--- src/sv/pixel_channel_format_convert_defines.svh ---
// Assertion macros for the pixel channel format converter.
`ifndef PIXEL_CHANNEL_FORMAT_CONVERT_DEFINES_SVH
`define PIXEL_CHANNEL_FORMAT_CONVERT_DEFINES_SVH

`ifndef SYNTHESIS
`define PCFC_ASSERT(lbl, clk, rst, prop, msg) \
   lbl: assert property (@(posedge clk) disable iff (rst) prop) else $error(msg);
`define PCFC_ASSERT_NR(lbl, clk, prop, msg) \
   lbl: assert property (@(posedge clk) prop) else $error(msg);
`else
`define PCFC_ASSERT(lbl, clk, rst, prop, msg)
`define PCFC_ASSERT_NR(lbl, clk, prop, msg)
`endif

`endif

--- src/sv/pcfc_pkg.sv ---
// Shared types and constants of the pixel channel format converter.
package pcfc_pkg;

   localparam int WEIGHT_W  = 11;
   localparam int CHCODE_W  = 3;
   localparam int CSR_IDX_W = 3;
   localparam int CSR_DATA_W = WEIGHT_W;

   // channel count codes
   localparam logic [CHCODE_W-1:0] CH_GRAY       = 3'd1;
   localparam logic [CHCODE_W-1:0] CH_GRAY_ALPHA = 3'd2;
   localparam logic [CHCODE_W-1:0] CH_RGB        = 3'd3;
   localparam logic [CHCODE_W-1:0] CH_RGBA       = 3'd4;

   // register indexes
   localparam logic [CSR_IDX_W-1:0] REG_IN_CHANNELS  = 3'd0;
   localparam logic [CSR_IDX_W-1:0] REG_OUT_COLOR    = 3'd1;
   localparam logic [CSR_IDX_W-1:0] REG_OUT_ALPHA    = 3'd2;
   localparam logic [CSR_IDX_W-1:0] REG_WEIGHT_RED   = 3'd3;
   localparam logic [CSR_IDX_W-1:0] REG_WEIGHT_GREEN = 3'd4;
   localparam logic [CSR_IDX_W-1:0] REG_WEIGHT_BLUE  = 3'd5;

   // register reset values
   localparam logic [WEIGHT_W-1:0] WEIGHT_RED_RST   = 11'd307;
   localparam logic [WEIGHT_W-1:0] WEIGHT_GREEN_RST = 11'd604;
   localparam logic [WEIGHT_W-1:0] WEIGHT_BLUE_RST  = 11'd113;

   typedef struct packed {
      logic [CHCODE_W-1:0] in_channels;
      logic                out_color;
      logic                out_alpha;
      logic [WEIGHT_W-1:0] weight_red;
      logic [WEIGHT_W-1:0] weight_green;
      logic [WEIGHT_W-1:0] weight_blue;
   } cfg_type;

   typedef struct packed {
      logic s1;
      logic s2;
   } stage_en_type;

endpackage

--- src/sv/pcfc_csr.sv ---
// Configuration register file of the pixel channel format converter.
module pcfc_csr (
   input  logic                                clock,
   input  logic                                reset,
   input  logic                                csr_valid,
   output logic                                csr_ready,
   input  logic [pcfc_pkg::CSR_IDX_W-1:0]      csr_index,
   input  logic [pcfc_pkg::CSR_DATA_W-1:0]     csr_data,
   output pcfc_pkg::cfg_type                   cfg
);
   import pcfc_pkg::*;

   cfg_type cfg_ff;
   cfg_type cfg_in;

   assign csr_ready = 1'b1;
   assign cfg       = cfg_ff;

   always_comb begin
      cfg_in = cfg_ff;
      if (csr_valid) begin
         case (csr_index)
            REG_IN_CHANNELS:  cfg_in.in_channels  = csr_data[CHCODE_W-1:0];
            REG_OUT_COLOR:    cfg_in.out_color    = csr_data[0];
            REG_OUT_ALPHA:    cfg_in.out_alpha    = csr_data[0];
            REG_WEIGHT_RED:   cfg_in.weight_red   = csr_data[WEIGHT_W-1:0];
            REG_WEIGHT_GREEN: cfg_in.weight_green = csr_data[WEIGHT_W-1:0];
            REG_WEIGHT_BLUE:  cfg_in.weight_blue  = csr_data[WEIGHT_W-1:0];
            default: ;
         endcase
      end
   end

   always_ff @(posedge clock) begin
      if (reset) begin
         cfg_ff.in_channels  <= CH_RGBA;
         cfg_ff.out_color    <= 1'b0;
         cfg_ff.out_alpha    <= 1'b0;
         cfg_ff.weight_red   <= WEIGHT_RED_RST;
         cfg_ff.weight_green <= WEIGHT_GREEN_RST;
         cfg_ff.weight_blue  <= WEIGHT_BLUE_RST;
      end else begin
         cfg_ff <= cfg_in;
      end
   end

endmodule

--- src/sv/pcfc_datapath.sv ---
// Two-stage datapath: input register, then weighted sum, rounding and format select into the result register.
module pcfc_datapath #(
   parameter int CHANNEL_BITS     = 8,
   parameter int WEIGHT_FRAC_BITS = 10
) (
   input  logic                              clock,
   input  pcfc_pkg::stage_en_type            en,
   input  pcfc_pkg::cfg_type                 cfg,
   input  logic [CHANNEL_BITS-1:0]           chan0,
   input  logic [CHANNEL_BITS-1:0]           chan1,
   input  logic [CHANNEL_BITS-1:0]           chan2,
   input  logic [CHANNEL_BITS-1:0]           chan3,
   output logic [CHANNEL_BITS-1:0]           out0,
   output logic [CHANNEL_BITS-1:0]           out1,
   output logic [CHANNEL_BITS-1:0]           out2,
   output logic [CHANNEL_BITS-1:0]           out3,
   output logic [pcfc_pkg::CHCODE_W-1:0]     out_count
);
   import pcfc_pkg::*;

   localparam int PROD_W = CHANNEL_BITS + WEIGHT_W;
   localparam int SUM_W  = PROD_W + 2;
   localparam int RND_W  = SUM_W + 1;
   localparam logic [CHANNEL_BITS-1:0] CHAN_MAX = {CHANNEL_BITS{1'b1}};
   localparam logic [RND_W-1:0] HALF = RND_W'(1) << (WEIGHT_FRAC_BITS - 1);

   // input stage
   logic [CHANNEL_BITS-1:0] c0_ff, c1_ff, c2_ff, c3_ff;

   // result stage
   logic                    in_color, in_alpha;
   logic [CHANNEL_BITS-1:0] red, green, blue, alpha;
   logic [PROD_W-1:0]       pr, pg, pb;
   logic [SUM_W-1:0]        sum;
   logic [RND_W-1:0]        rnd;
   logic [CHANNEL_BITS-1:0] luma, gray;
   logic [CHANNEL_BITS-1:0] o0_in, o1_in, o2_in, o3_in;
   logic [CHCODE_W-1:0]     cnt_in;
   logic [CHANNEL_BITS-1:0] o0_ff, o1_ff, o2_ff, o3_ff;
   logic [CHCODE_W-1:0]     cnt_ff;

   always_ff @(posedge clock) begin
      if (en.s1) begin
         c0_ff <= chan0;
         c1_ff <= chan1;
         c2_ff <= chan2;
         c3_ff <= chan3;
      end
   end

   always_comb begin
      in_color = (cfg.in_channels >= CH_RGB);
      in_alpha = (cfg.in_channels == CH_GRAY_ALPHA) || (cfg.in_channels >= CH_RGBA);
      red   = c0_ff;
      green = in_color ? c1_ff : c0_ff;
      blue  = in_color ? c2_ff : c0_ff;
      if (in_alpha) alpha = in_color ? c3_ff : c1_ff;
      else          alpha = CHAN_MAX;
      pr   = PROD_W'(red) * PROD_W'(cfg.weight_red);
      pg   = PROD_W'(green) * PROD_W'(cfg.weight_green);
      pb   = PROD_W'(blue) * PROD_W'(cfg.weight_blue);
      sum  = SUM_W'(pr) + SUM_W'(pg) + SUM_W'(pb);
      rnd  = (RND_W'(sum) + HALF) >> WEIGHT_FRAC_BITS;
      luma = (rnd > RND_W'(CHAN_MAX)) ? CHAN_MAX : rnd[CHANNEL_BITS-1:0];
      gray = in_color ? luma : red;
      o0_in = '0;
      o1_in = '0;
      o2_in = '0;
      o3_in = '0;
      case ({cfg.out_color, cfg.out_alpha})
         2'b00: begin
            o0_in  = gray;
            cnt_in = CH_GRAY;
         end
         2'b01: begin
            o0_in  = gray;
            o1_in  = alpha;
            cnt_in = CH_GRAY_ALPHA;
         end
         2'b10: begin
            o0_in  = red;
            o1_in  = green;
            o2_in  = blue;
            cnt_in = CH_RGB;
         end
         default: begin
            o0_in  = red;
            o1_in  = green;
            o2_in  = blue;
            o3_in  = alpha;
            cnt_in = CH_RGBA;
         end
      endcase
   end

   always_ff @(posedge clock) begin
      if (en.s2) begin
         o0_ff  <= o0_in;
         o1_ff  <= o1_in;
         o2_ff  <= o2_in;
         o3_ff  <= o3_in;
         cnt_ff <= cnt_in;
      end
   end

   assign out0      = o0_ff;
   assign out1      = o1_ff;
   assign out2      = o2_ff;
   assign out3      = o3_ff;
   assign out_count = cnt_ff;

endmodule

--- src/sv/pixel_channel_format_convert.sv ---
// Pixel channel format converter: gray or color in, gray or color out, alpha optional.
// Two register stages, input then result; an accepted word passes both and is offered on rsp_.
// Throughput: one word per cycle unless rsp_ stalls; the registers advance as one pipeline.
// A stalled result holds its register; the input register fills behind it, then holds.
// Reset clears both stage valid bits and loads the register defaults.
`include "pixel_channel_format_convert_defines.svh"

module pixel_channel_format_convert #(
   parameter int CHANNEL_BITS     = 8,
   parameter int WEIGHT_FRAC_BITS = 10,
   localparam int IN_W  = ((4 * CHANNEL_BITS + 7) / 8) * 8,
   localparam int OUT_W = ((4 * CHANNEL_BITS + 3 + 7) / 8) * 8
) (
   input  logic                               clock,
   input  logic                               reset,
   input  logic                               req_tvalid,
   output logic                               req_tready,
   input  logic [IN_W-1:0]                    req_tdata,   // chan0, chan1, chan2, chan3
   output logic                               rsp_tvalid,
   input  logic                               rsp_tready,
   output logic [OUT_W-1:0]                   rsp_tdata,   // out0, out1, out2, out3, out_count
   input  logic                               csr_valid,
   output logic                               csr_ready,
   input  logic [pcfc_pkg::CSR_IDX_W-1:0]     csr_index,
   input  logic [pcfc_pkg::CSR_DATA_W-1:0]    csr_data
);
   import pcfc_pkg::*;

   cfg_type                 cfg;
   stage_en_type            en;
   logic                    v1_ff, v2_ff;
   logic                    v1_in, v2_in;
   logic [CHANNEL_BITS-1:0] out0, out1, out2, out3;
   logic [CHCODE_W-1:0]     out_count;

   pcfc_csr u_csr (
      .clock     (clock),
      .reset     (reset),
      .csr_valid (csr_valid),
      .csr_ready (csr_ready),
      .csr_index (csr_index),
      .csr_data  (csr_data),
      .cfg       (cfg)
   );

   always_comb begin
      en.s2 = !v2_ff || rsp_tready;
      en.s1 = !v1_ff || en.s2;
      v1_in = en.s1 ? req_tvalid : v1_ff;
      v2_in = en.s2 ? v1_ff : v2_ff;
   end

   always_ff @(posedge clock) begin
      if (reset) begin
         v1_ff <= 1'b0;
         v2_ff <= 1'b0;
      end else begin
         v1_ff <= v1_in;
         v2_ff <= v2_in;
      end
   end

   pcfc_datapath #(
      .CHANNEL_BITS     (CHANNEL_BITS),
      .WEIGHT_FRAC_BITS (WEIGHT_FRAC_BITS)
   ) u_datapath (
      .clock     (clock),
      .en        (en),
      .cfg       (cfg),
      .chan0     (req_tdata[CHANNEL_BITS-1:0]),
      .chan1     (req_tdata[2*CHANNEL_BITS-1:CHANNEL_BITS]),
      .chan2     (req_tdata[3*CHANNEL_BITS-1:2*CHANNEL_BITS]),
      .chan3     (req_tdata[4*CHANNEL_BITS-1:3*CHANNEL_BITS]),
      .out0      (out0),
      .out1      (out1),
      .out2      (out2),
      .out3      (out3),
      .out_count (out_count)
   );

   assign req_tready = en.s1;
   assign rsp_tvalid = v2_ff;
   assign rsp_tdata  = OUT_W'({out_count, out3, out2, out1, out0});

   `PCFC_ASSERT(a_accept_lands, clock, reset, (req_tvalid && req_tready) |=> v1_ff,
      "accepted word missing from input stage")
   `PCFC_ASSERT(a_count_format, clock, reset,
      rsp_tvalid |-> (out_count == (cfg.out_color ? (cfg.out_alpha ? CH_RGBA : CH_RGB)
         : (cfg.out_alpha ? CH_GRAY_ALPHA : CH_GRAY))),
      "channel count does not match output format")
   `PCFC_ASSERT(a_gray_zero, clock, reset,
      (rsp_tvalid && !cfg.out_color) |-> (out2 == '0 && out3 == '0),
      "gray output has nonzero color channels")
   `PCFC_ASSERT(a_empty_drain, clock, reset, (!v1_ff && !v2_ff) |=> !rsp_tvalid,
      "result offered from an empty pipeline")
   `PCFC_ASSERT_NR(a_reset_clear, clock, reset |=> (!rsp_tvalid && !v1_ff),
      "pipeline not cleared by reset")

endmodule

--- config.mk ---
export PLATFORM = sky130hd
export DESIGN_NAME = pixel_channel_format_convert
export DESIGN_NICKNAME = d
export VERILOG_FILES = /design/src/sv/pcfc_pkg.sv /design/src/sv/pcfc_csr.sv /design/src/sv/pcfc_datapath.sv /design/src/sv/pixel_channel_format_convert.sv
export VERILOG_INCLUDE_DIRS = /design/src /design/src/sv
export SDC_FILE = /design/constraint.sdc
export NUM_CORES = 1
export LEC_CHECK = 0
export BUFFER_PORTS_ARGS = -buffer_cell sky130_fd_sc_hd__buf_2
export CAP_MARGIN = 10
export CORE_ASPECT_RATIO = 0.5
export CORE_MARGIN = 4
export CORE_UTILIZATION = 64
export CTS_BUF_LIST = sky130_fd_sc_hd__clkbuf_8
export DETAILED_ROUTE_END_ITERATION = 10
export PLACE_DENSITY = 0.85
export SLEW_MARGIN = 25
export SYNTH_ARGS = -nofsm -noshare
export SYNTH_HDL_FRONTEND = slang
export SYNTH_SLANG_ARGS = --single-unit
--- constraint.sdc ---
create_clock -name clock -period 11.5 [get_ports clock]
set_input_delay 1.725 -clock clock [delete_from_list [all_inputs] [get_ports clock]]
set_output_delay 1.725 -clock clock [all_outputs]
set_load 0.02 [all_outputs]
# [Word-level counts from Yosys, hierarchy flattened]
# Index checks and enable logic that the tools add are counted.
[totals] regBits=107 in_bits=51 out_inout_bits=43 elab_cells=58
[op_classes] n_addsub=3 multipliers=3 n_lt_le_gt_ge=3 n_eq_ne=8 muxes=9 reduce_logical=15
[ops] cell="multiplier 8 x 11 -> 19 bit" n=3
[ops] cell="two-way mux 8 bit" n=7
[ops] cell="adder 21 x 10 -> 22 bit, second input constant" n=1
[ops] cell="adder 21 x 19 -> 21 bit" n=1
[ops] cell="adder 19 x 19 -> 20 bit" n=1
[ops] cell="one-hot mux 8 bit (2 select lines)" n=1
[ops] cell="> comparator 12 x 8 -> 1 bit, second input constant" n=1
[ops] cell="AND reduction 2 bit" n=6
[ops] cell="== test 3 x 2 -> 1 bit, second input constant" n=3
[ops] cell="one-hot mux 3 bit (3 select lines)" n=1
[ops] cell="== test 3 bit, second input constant" n=2
[ops] cell="== test 3 x 1 -> 1 bit, second input constant" n=1
[ops] cell="greater-or-equal comparator 3 x 2 -> 1 bit, second input constant" n=1
[ops] cell="greater-or-equal comparator 3 bit, second input constant" n=1
[ops] cell="zero test 3 bit" n=1
[ops] cell="logical OR 1 bit" n=3
[ops] cell="OR reduction 3 bit" n=1
[ops] cell="== test 2 x 1 -> 1 bit, second input constant" n=1
[ops] cell="== test 2 bit, second input constant" n=1
[ops] cell="zero test 1 bit" n=2
[ops] cell="zero test 2 bit" n=1
[ops] cell="OR reduction 2 bit" n=1

# [Logic depth before layout (Yosys ltp)]
[depth] ltp_word=10 depth_mapped=43 mapped_depth_nobuf=39

# [Modules after synthesis]
# From an unflattened synthesis, not the netlist that was laid out.
[hier_totals] hier_cells=1338 area_unflattened_um2=13385.3
[modules_own_cells] module="pcfc_datapath" n_inst=1 cells_each=1170 area_each_um2=11695.0 seq_area_each_um2=2011.9
[modules_own_cells] module="pcfc_csr" n_inst=1 cells_each=154 area_each_um2=1577.8 seq_area_each_um2=760.7
[modules_own_cells] module="pixel_channel_format_convert" n_inst=1 cells_each=14 area_each_um2=112.6 seq_area_each_um2=40.0

# [Worst setup path before layout]
# No wires, ideal clock.
[synth_timing] path_type="register -> register" from="reg u_csr.cfg_ff, in the netlist u_csr.cfg[37]" to="reg u_datapath.o0_ff[2], in the netlist u_datapath.out0[2], data pin" setup_time_ns=0.256 t_arrival_ns=9.683 required_ns=11.244 path_slack_ns=1.561 stages_incl_launch_ff=40 n_path_buf=3 cell_sequence="dfxtp_1 -> buf_6 -> a21oi_1 -> and2_1 -> a21o_1 -> clkbuf_1 -> nand2_1 -> fa_1 -> fa_1 -> inv_1 -> ha_1 -> fa_1 -> inv_1 -> fa_1 -> fa_1 -> inv_1 -> ha_1 -> inv_1 -> [4 not listed] -> inv_1 -> a21oi_1 -> xor2_1 -> fa_1 -> fa_1 -> fa_1 -> fa_1 -> inv_1 -> ha_1 -> clkbuf_1 -> or4_1 -> a21oi_1 -> a211oi_1 -> or3_1 -> o311ai_0 -> and4_4 -> o21ai_4 -> o22a_1"
[synth_between] elab_chain_cells=10
[synth_rtl] element="from (decl)" line="pcfc_csr.sv:13" text="cfg_type cfg_ff;"
[synth_rtl] element="from (signal assigned)" line="pcfc_csr.sv:43" text="cfg_ff <= cfg_in;"
[synth_rtl] element="greater-or-equal comparator 3 x 2 -> 1 bit (*)" line="pcfc_datapath.sv:52" text="in_color = (cfg.in_channels >= CH_RGB);"
[synth_rtl] element="two-way mux 8 bit" line="pcfc_datapath.sv:55" text="green = in_color ? c1_ff : c0_ff;"
[synth_rtl] element="multiplier 8 x 11 -> 19 bit" line="pcfc_datapath.sv:60" text="pg = PROD_W'(green) * PROD_W'(cfg.weight_green);"
[synth_rtl] element="adder 19 x 19 -> 20 bit" line="pcfc_datapath.sv:62" text="sum = SUM_W'(pr) + SUM_W'(pg) + SUM_W'(pb);"
[synth_rtl] element="adder 21 x 19 -> 21 bit" line="pcfc_datapath.sv:62"
[synth_rtl] element="adder 21 x 10 -> 22 bit" line="pcfc_datapath.sv:63" text="rnd = (RND_W'(sum) + HALF) >> WEIGHT_FRAC_BITS;"
[synth_rtl] element="> comparator 12 x 8 -> 1 bit" line="pcfc_datapath.sv:64" text="luma = (rnd > RND_W'(CHAN_MAX)) ? CHAN_MAX : rnd[CHANNEL_BITS-1:0];"
[synth_rtl] element="two-way mux 8 bit" line="pcfc_datapath.sv:64"
[synth_rtl] element="two-way mux 8 bit (*)" line="pcfc_datapath.sv:65" text="gray = in_color ? luma : red;"
[synth_rtl] element="two-way mux 8 bit (*)" line="pcfc_datapath.sv:70" text="case ({cfg.out_color, cfg.out_alpha})"
[synth_rtl] element="net u_datapath.o0_in[2]" line="pcfc_datapath.sv:37" text="logic [CHANNEL_BITS-1:0] o0_in, o1_in, o2_in, o3_in;"
[synth_rtl] element="to (signal assigned)" line="pcfc_datapath.sv:98" text="o0_ff <= o0_in;"
[synth_rtl] element="to (decl)" line="pcfc_datapath.sv:39" text="logic [CHANNEL_BITS-1:0] o0_ff, o1_ff, o2_ff, o3_ff;"
# Mark *: on every way through the listed nets, which the timed path passes. The rest lies on a longest branch.
# A chain may end at the register's enable or synchronous reset.

# [Worst setup path in the final report]
[layout_timing] from="reg u_csr.cfg_ff, in the netlist u_csr.cfg[37]" to="reg u_datapath.o0_ff[3], in the netlist u_datapath.out0[3], data pin"
# The elaborated chain is that of the path after synthesis.

==> reports/metrics.csv <==
stage;metric;value;unit
sta;Final Hold Viols;0;
worst_setup_path;Worst Path Buf+Inv;7;
clock_tree;hold buffer count at CTS;0;
logic_synthesis;largest family of logic cells by synthesized area;adder cells;
sta;measured slew at the worst slew-check pin;1.01;ns
floorplan;die area;0.0239;mm^2
detailed_routing;via/cell ratio;5.72;
worst_setup_path;CP dominant cell by count;fa_1;
clock_tree;Setup Fix Bufs, Post-CTS;0;
placement;dpl ws;0.309;ns
detailed_routing;Post-DRT Antenna Nets;0;
logic_synthesis;synth cell count leaders;inv_1 (299), nand2_1 (243), fa_1 (209), ha_1 (113), and2_1 (96);
floorplan;Core Footprint;0.0207;mm^2
detailed_routing;1st-pass router iterations;5;
logic_synthesis;Synth Area in Simple Gates;18.1;%
global_routing;Global Route Usage Sum;30.7;%
sta;max-slew violation count;0;
sta;Rel. slew slack;32.7;%
logic_synthesis;post-synthesis sequential area ratio;20.6;%
logic_synthesis;yosys warns;0;
detailed_routing;initial drt markers;911;
global_routing;largest net degree at the start of global routing;41;
logic_synthesis;post-synthesis mux area share;0.514;%
logic_synthesis;area of the mapped netlist;0.0136;mm^2
placement;dpl hpwl;28.2;mm
floorplan;Starting Density;65.8;%
outcome;status;finished, final reports clean;
sta;RSZ-0062 raised after global routing;false;
logic_synthesis;register bit total from synthesis;107;
clock_tree;clk sink count;107;
logic_synthesis;Synth Area per Inst;9.24;um^2
global_routing;initial antenna violation count;0;
logic_synthesis;Synth Flop Type;edfxtp_1;
worst_setup_path;Worst EP arrival;10.95;ns
global_routing;vias in the first global route;11100;
worst_setup_path;instance count on the critical path;37;
floorplan;die height;111;um
logic_synthesis;Cells after Synth;1476;
detailed_routing;vias;10300;
worst_setup_path;Crit. Startpoint;u_csr.cfg[37]$_SDFFE_PP1P_;
global_routing;GR Overflow Total;0;
worst_setup_path;Critical Setup Path Class;flip-flop to flip-flop;
run;max_cap viols;0;
placement;Port Buffer Count;87;
sta;Final period util;93.6;%
logic_synthesis;leading area contributor after synthesis;fa_1;
clock_tree;CTS tree;built;
worst_setup_path;CP Capture Type;flip-flop;
finish;layout cell share with drive strength beyond 1;8.81;%
worst_setup_path;setup slack, reg-to-reg;0.73;ns
sta;Min Clock Period, post-route;10.77;ns
logic_synthesis;Area contributors post-synth;fa_1 (31%), edfxtp_1 (15%), ha_1 (10%);
finish;fin nets;1889;
min_path;Hold Crit Class;flip-flop to flip-flop;
sta;final setup fails;0;
clock_tree;CTS Buffer Depth;2;
min_path;Hold Path Cell Cnt;2;
finish;diode count;0;
worst_setup_path;R2R depth;37;
floorplan;Die Wd;214;um
clock_tree;CTS Buf Count;9;
placement;GPL Wtd Cong;0.973;
logic_synthesis;post-synth top area share;30.7;%
min_path;hold_sp;u_csr.cfg[35]$_SDFFE_PP0P_;
detailed_routing;final wirelength;34.7;mm
logic_synthesis;Async SR Flop Fraction;0;%
worst_setup_path;CP max stage cell;fa_1;
detailed_routing;Wirelength per Cell;19.3;um
detailed_routing;number of remaining DRC errors;0;
logic_synthesis;post-synthesis compound-gate area fraction;7.29;%
finish;P&R area growth vs syn;5.89;%
global_routing;first-pass GRT wire length;57.5;mm
sta;maximum clock rate;0.0929;GHz
floorplan;num rows;37;
worst_setup_path;CP max stage delay;0.55;ns
logic_synthesis;Synth Area in Adders;41.0;%
clock_tree;Worst-path clk slew;0.11;ns
worst_setup_path;Crit Reg-Reg Startpoint;u_csr.cfg[37]$_SDFFE_PP1P_;
worst_setup_path;Reg2Reg Capture Point;u_datapath.out0[3]$_DFFE_PP_;
sta;Final Skew;0.0189;ns
sta;setup slack after layout;0.735;ns
floorplan;I/O pins;94;
min_path;Hold Path Sink;u_csr.cfg[35]$_SDFFE_PP0P_;
clock_tree;H-tree levels;3;
logic_synthesis;number of synthesized flops with an enable pin;67;
logic_synthesis;xor/xnor cell area share of the yosys netlist;1.80;%
logic_synthesis;most numerous cell in the Yosys netlist;inv_1;
sta;setup_tns;0;ns
worst_setup_path;CP Max Fanout;27;
worst_setup_path;Largest delay share family, worst path;adder cells;
logic_synthesis;Synth cell types;63;
worst_setup_path;crit start category;flip-flop;
finish;Filler cells;1523;
worst_setup_path;WP data required;11.68;ns
clock_tree;Root Driver;clkbuf_8;
clock_tree;CTS resizes;0;
clock_tree;worst skew pair latency;0.43;ns
[cells in the final DEF, fill, tap and decap left out, drive strengths merged, types with 16 or more instances in the layout]
cell type / count
nor2: 35
nand3b: 16
buf: 101
nand2: 243
inv: 302
ha: 113
o21ai: 16
a21oi: 47
nor2b: 35
edfxtp: 67
dfxtp: 40
and2: 97
fa: 209
[cells by family (layout without fill, tap and decap cells)]
| group | after synthesis | after routing |
|---|---|---|
| flops | 107 | 107 |
| other cells | 2 | 6 |
| simple gates | 500 | 500 |
| fa+ha+maj | 322 | 322 |
| buf+inv | 375 | 416 |
| mux | 6 | 6 |
| xor+xnor | 28 | 28 |
| compound gates | 136 | 136 |
[routing by layer]
metal	global-route usage, %	part of all wire, %	up-vias
li1	-	-	4635
met3	11.0	13	72
met2	47.5	44	507
met4	8.24	2.0	0
met1	41.6	42	5041
met5	0	0	-
[worst register-to-register path: cells and delay by family, from the launching register on]
family          cells  cell delay [ns]
flops               1             0.45
fa+ha+maj          12             5.20
xor+xnor            1             0.26
buf+inv             7             0.42
compound gates     11             2.33
simple gates        6             1.87
[sequential cells by signal (all words and copies together), names as in the netlist, 3 cells and up]
name,cells
u_datapath.c0_ff,8
u_datapath.c3_ff,8
u_datapath.out0,8
u_csr.cfg,38
u_datapath.out3,8
u_datapath.out_count,3
u_datapath.c2_ff,8
u_datapath.out2,8
u_datapath.c1_ff,8
u_datapath.out1,8
[worst max path at each step]
stage	to	slack [ns]
2_1_floorplan	u_datapath.out0[2]$_DFFE_PP_	1.56
3_3_place_gp	u_datapath.out0[6]$_DFFE_PP_	0.56
3_5_place_dp	u_datapath.out0[0]$_DFFE_PP_	0.31
4_1_cts	u_datapath.out0[3]$_DFFE_PP_	0.25
5_1_grt	u_datapath.out0[3]$_DFFE_PP_	0.11
6_report	u_datapath.out0[3]$_DFFE_PP_	0.73
[metrics by stage]
stage | area [um^2] | hold WS (ns) | cells | util [%]
3_5_place_dp | 14200 | 0.533 | 1778 | 68.6
3_3_place_gp | 14200 | 0.502 | 1778 | 68.6
4_1_cts | 14400 | 0.549 | 1794 | 69.6
5_1_grt | 14400 | 0.590 | 1794 | 69.7
6_report | 14400 | 0.562 | 1794 | 69.7
2_1_floorplan | 13700 | 0.463 | 1480 | -
[area by class of cell]
| class | instances | area, um^2 | share of cell area, % |
|---|---|---|---|
| sequential | 107 | 2820 | 19.5 |
| tap | 273 | 342 | 2.36 |
| multi-input combinational | 998 | 9410 | 65.1 |
| clock inverter | 7 | 95.1 | 0.658 |
| timing repair buffer | 101 | 541 | 3.74 |
| clock buffer | 9 | 124 | 0.857 |
| inverter | 299 | 1120 | 7.77 |
Power is left out: the tool's default activity adds up to more than one toggle a clock period on the data nets, which glitch-free logic cannot reach.
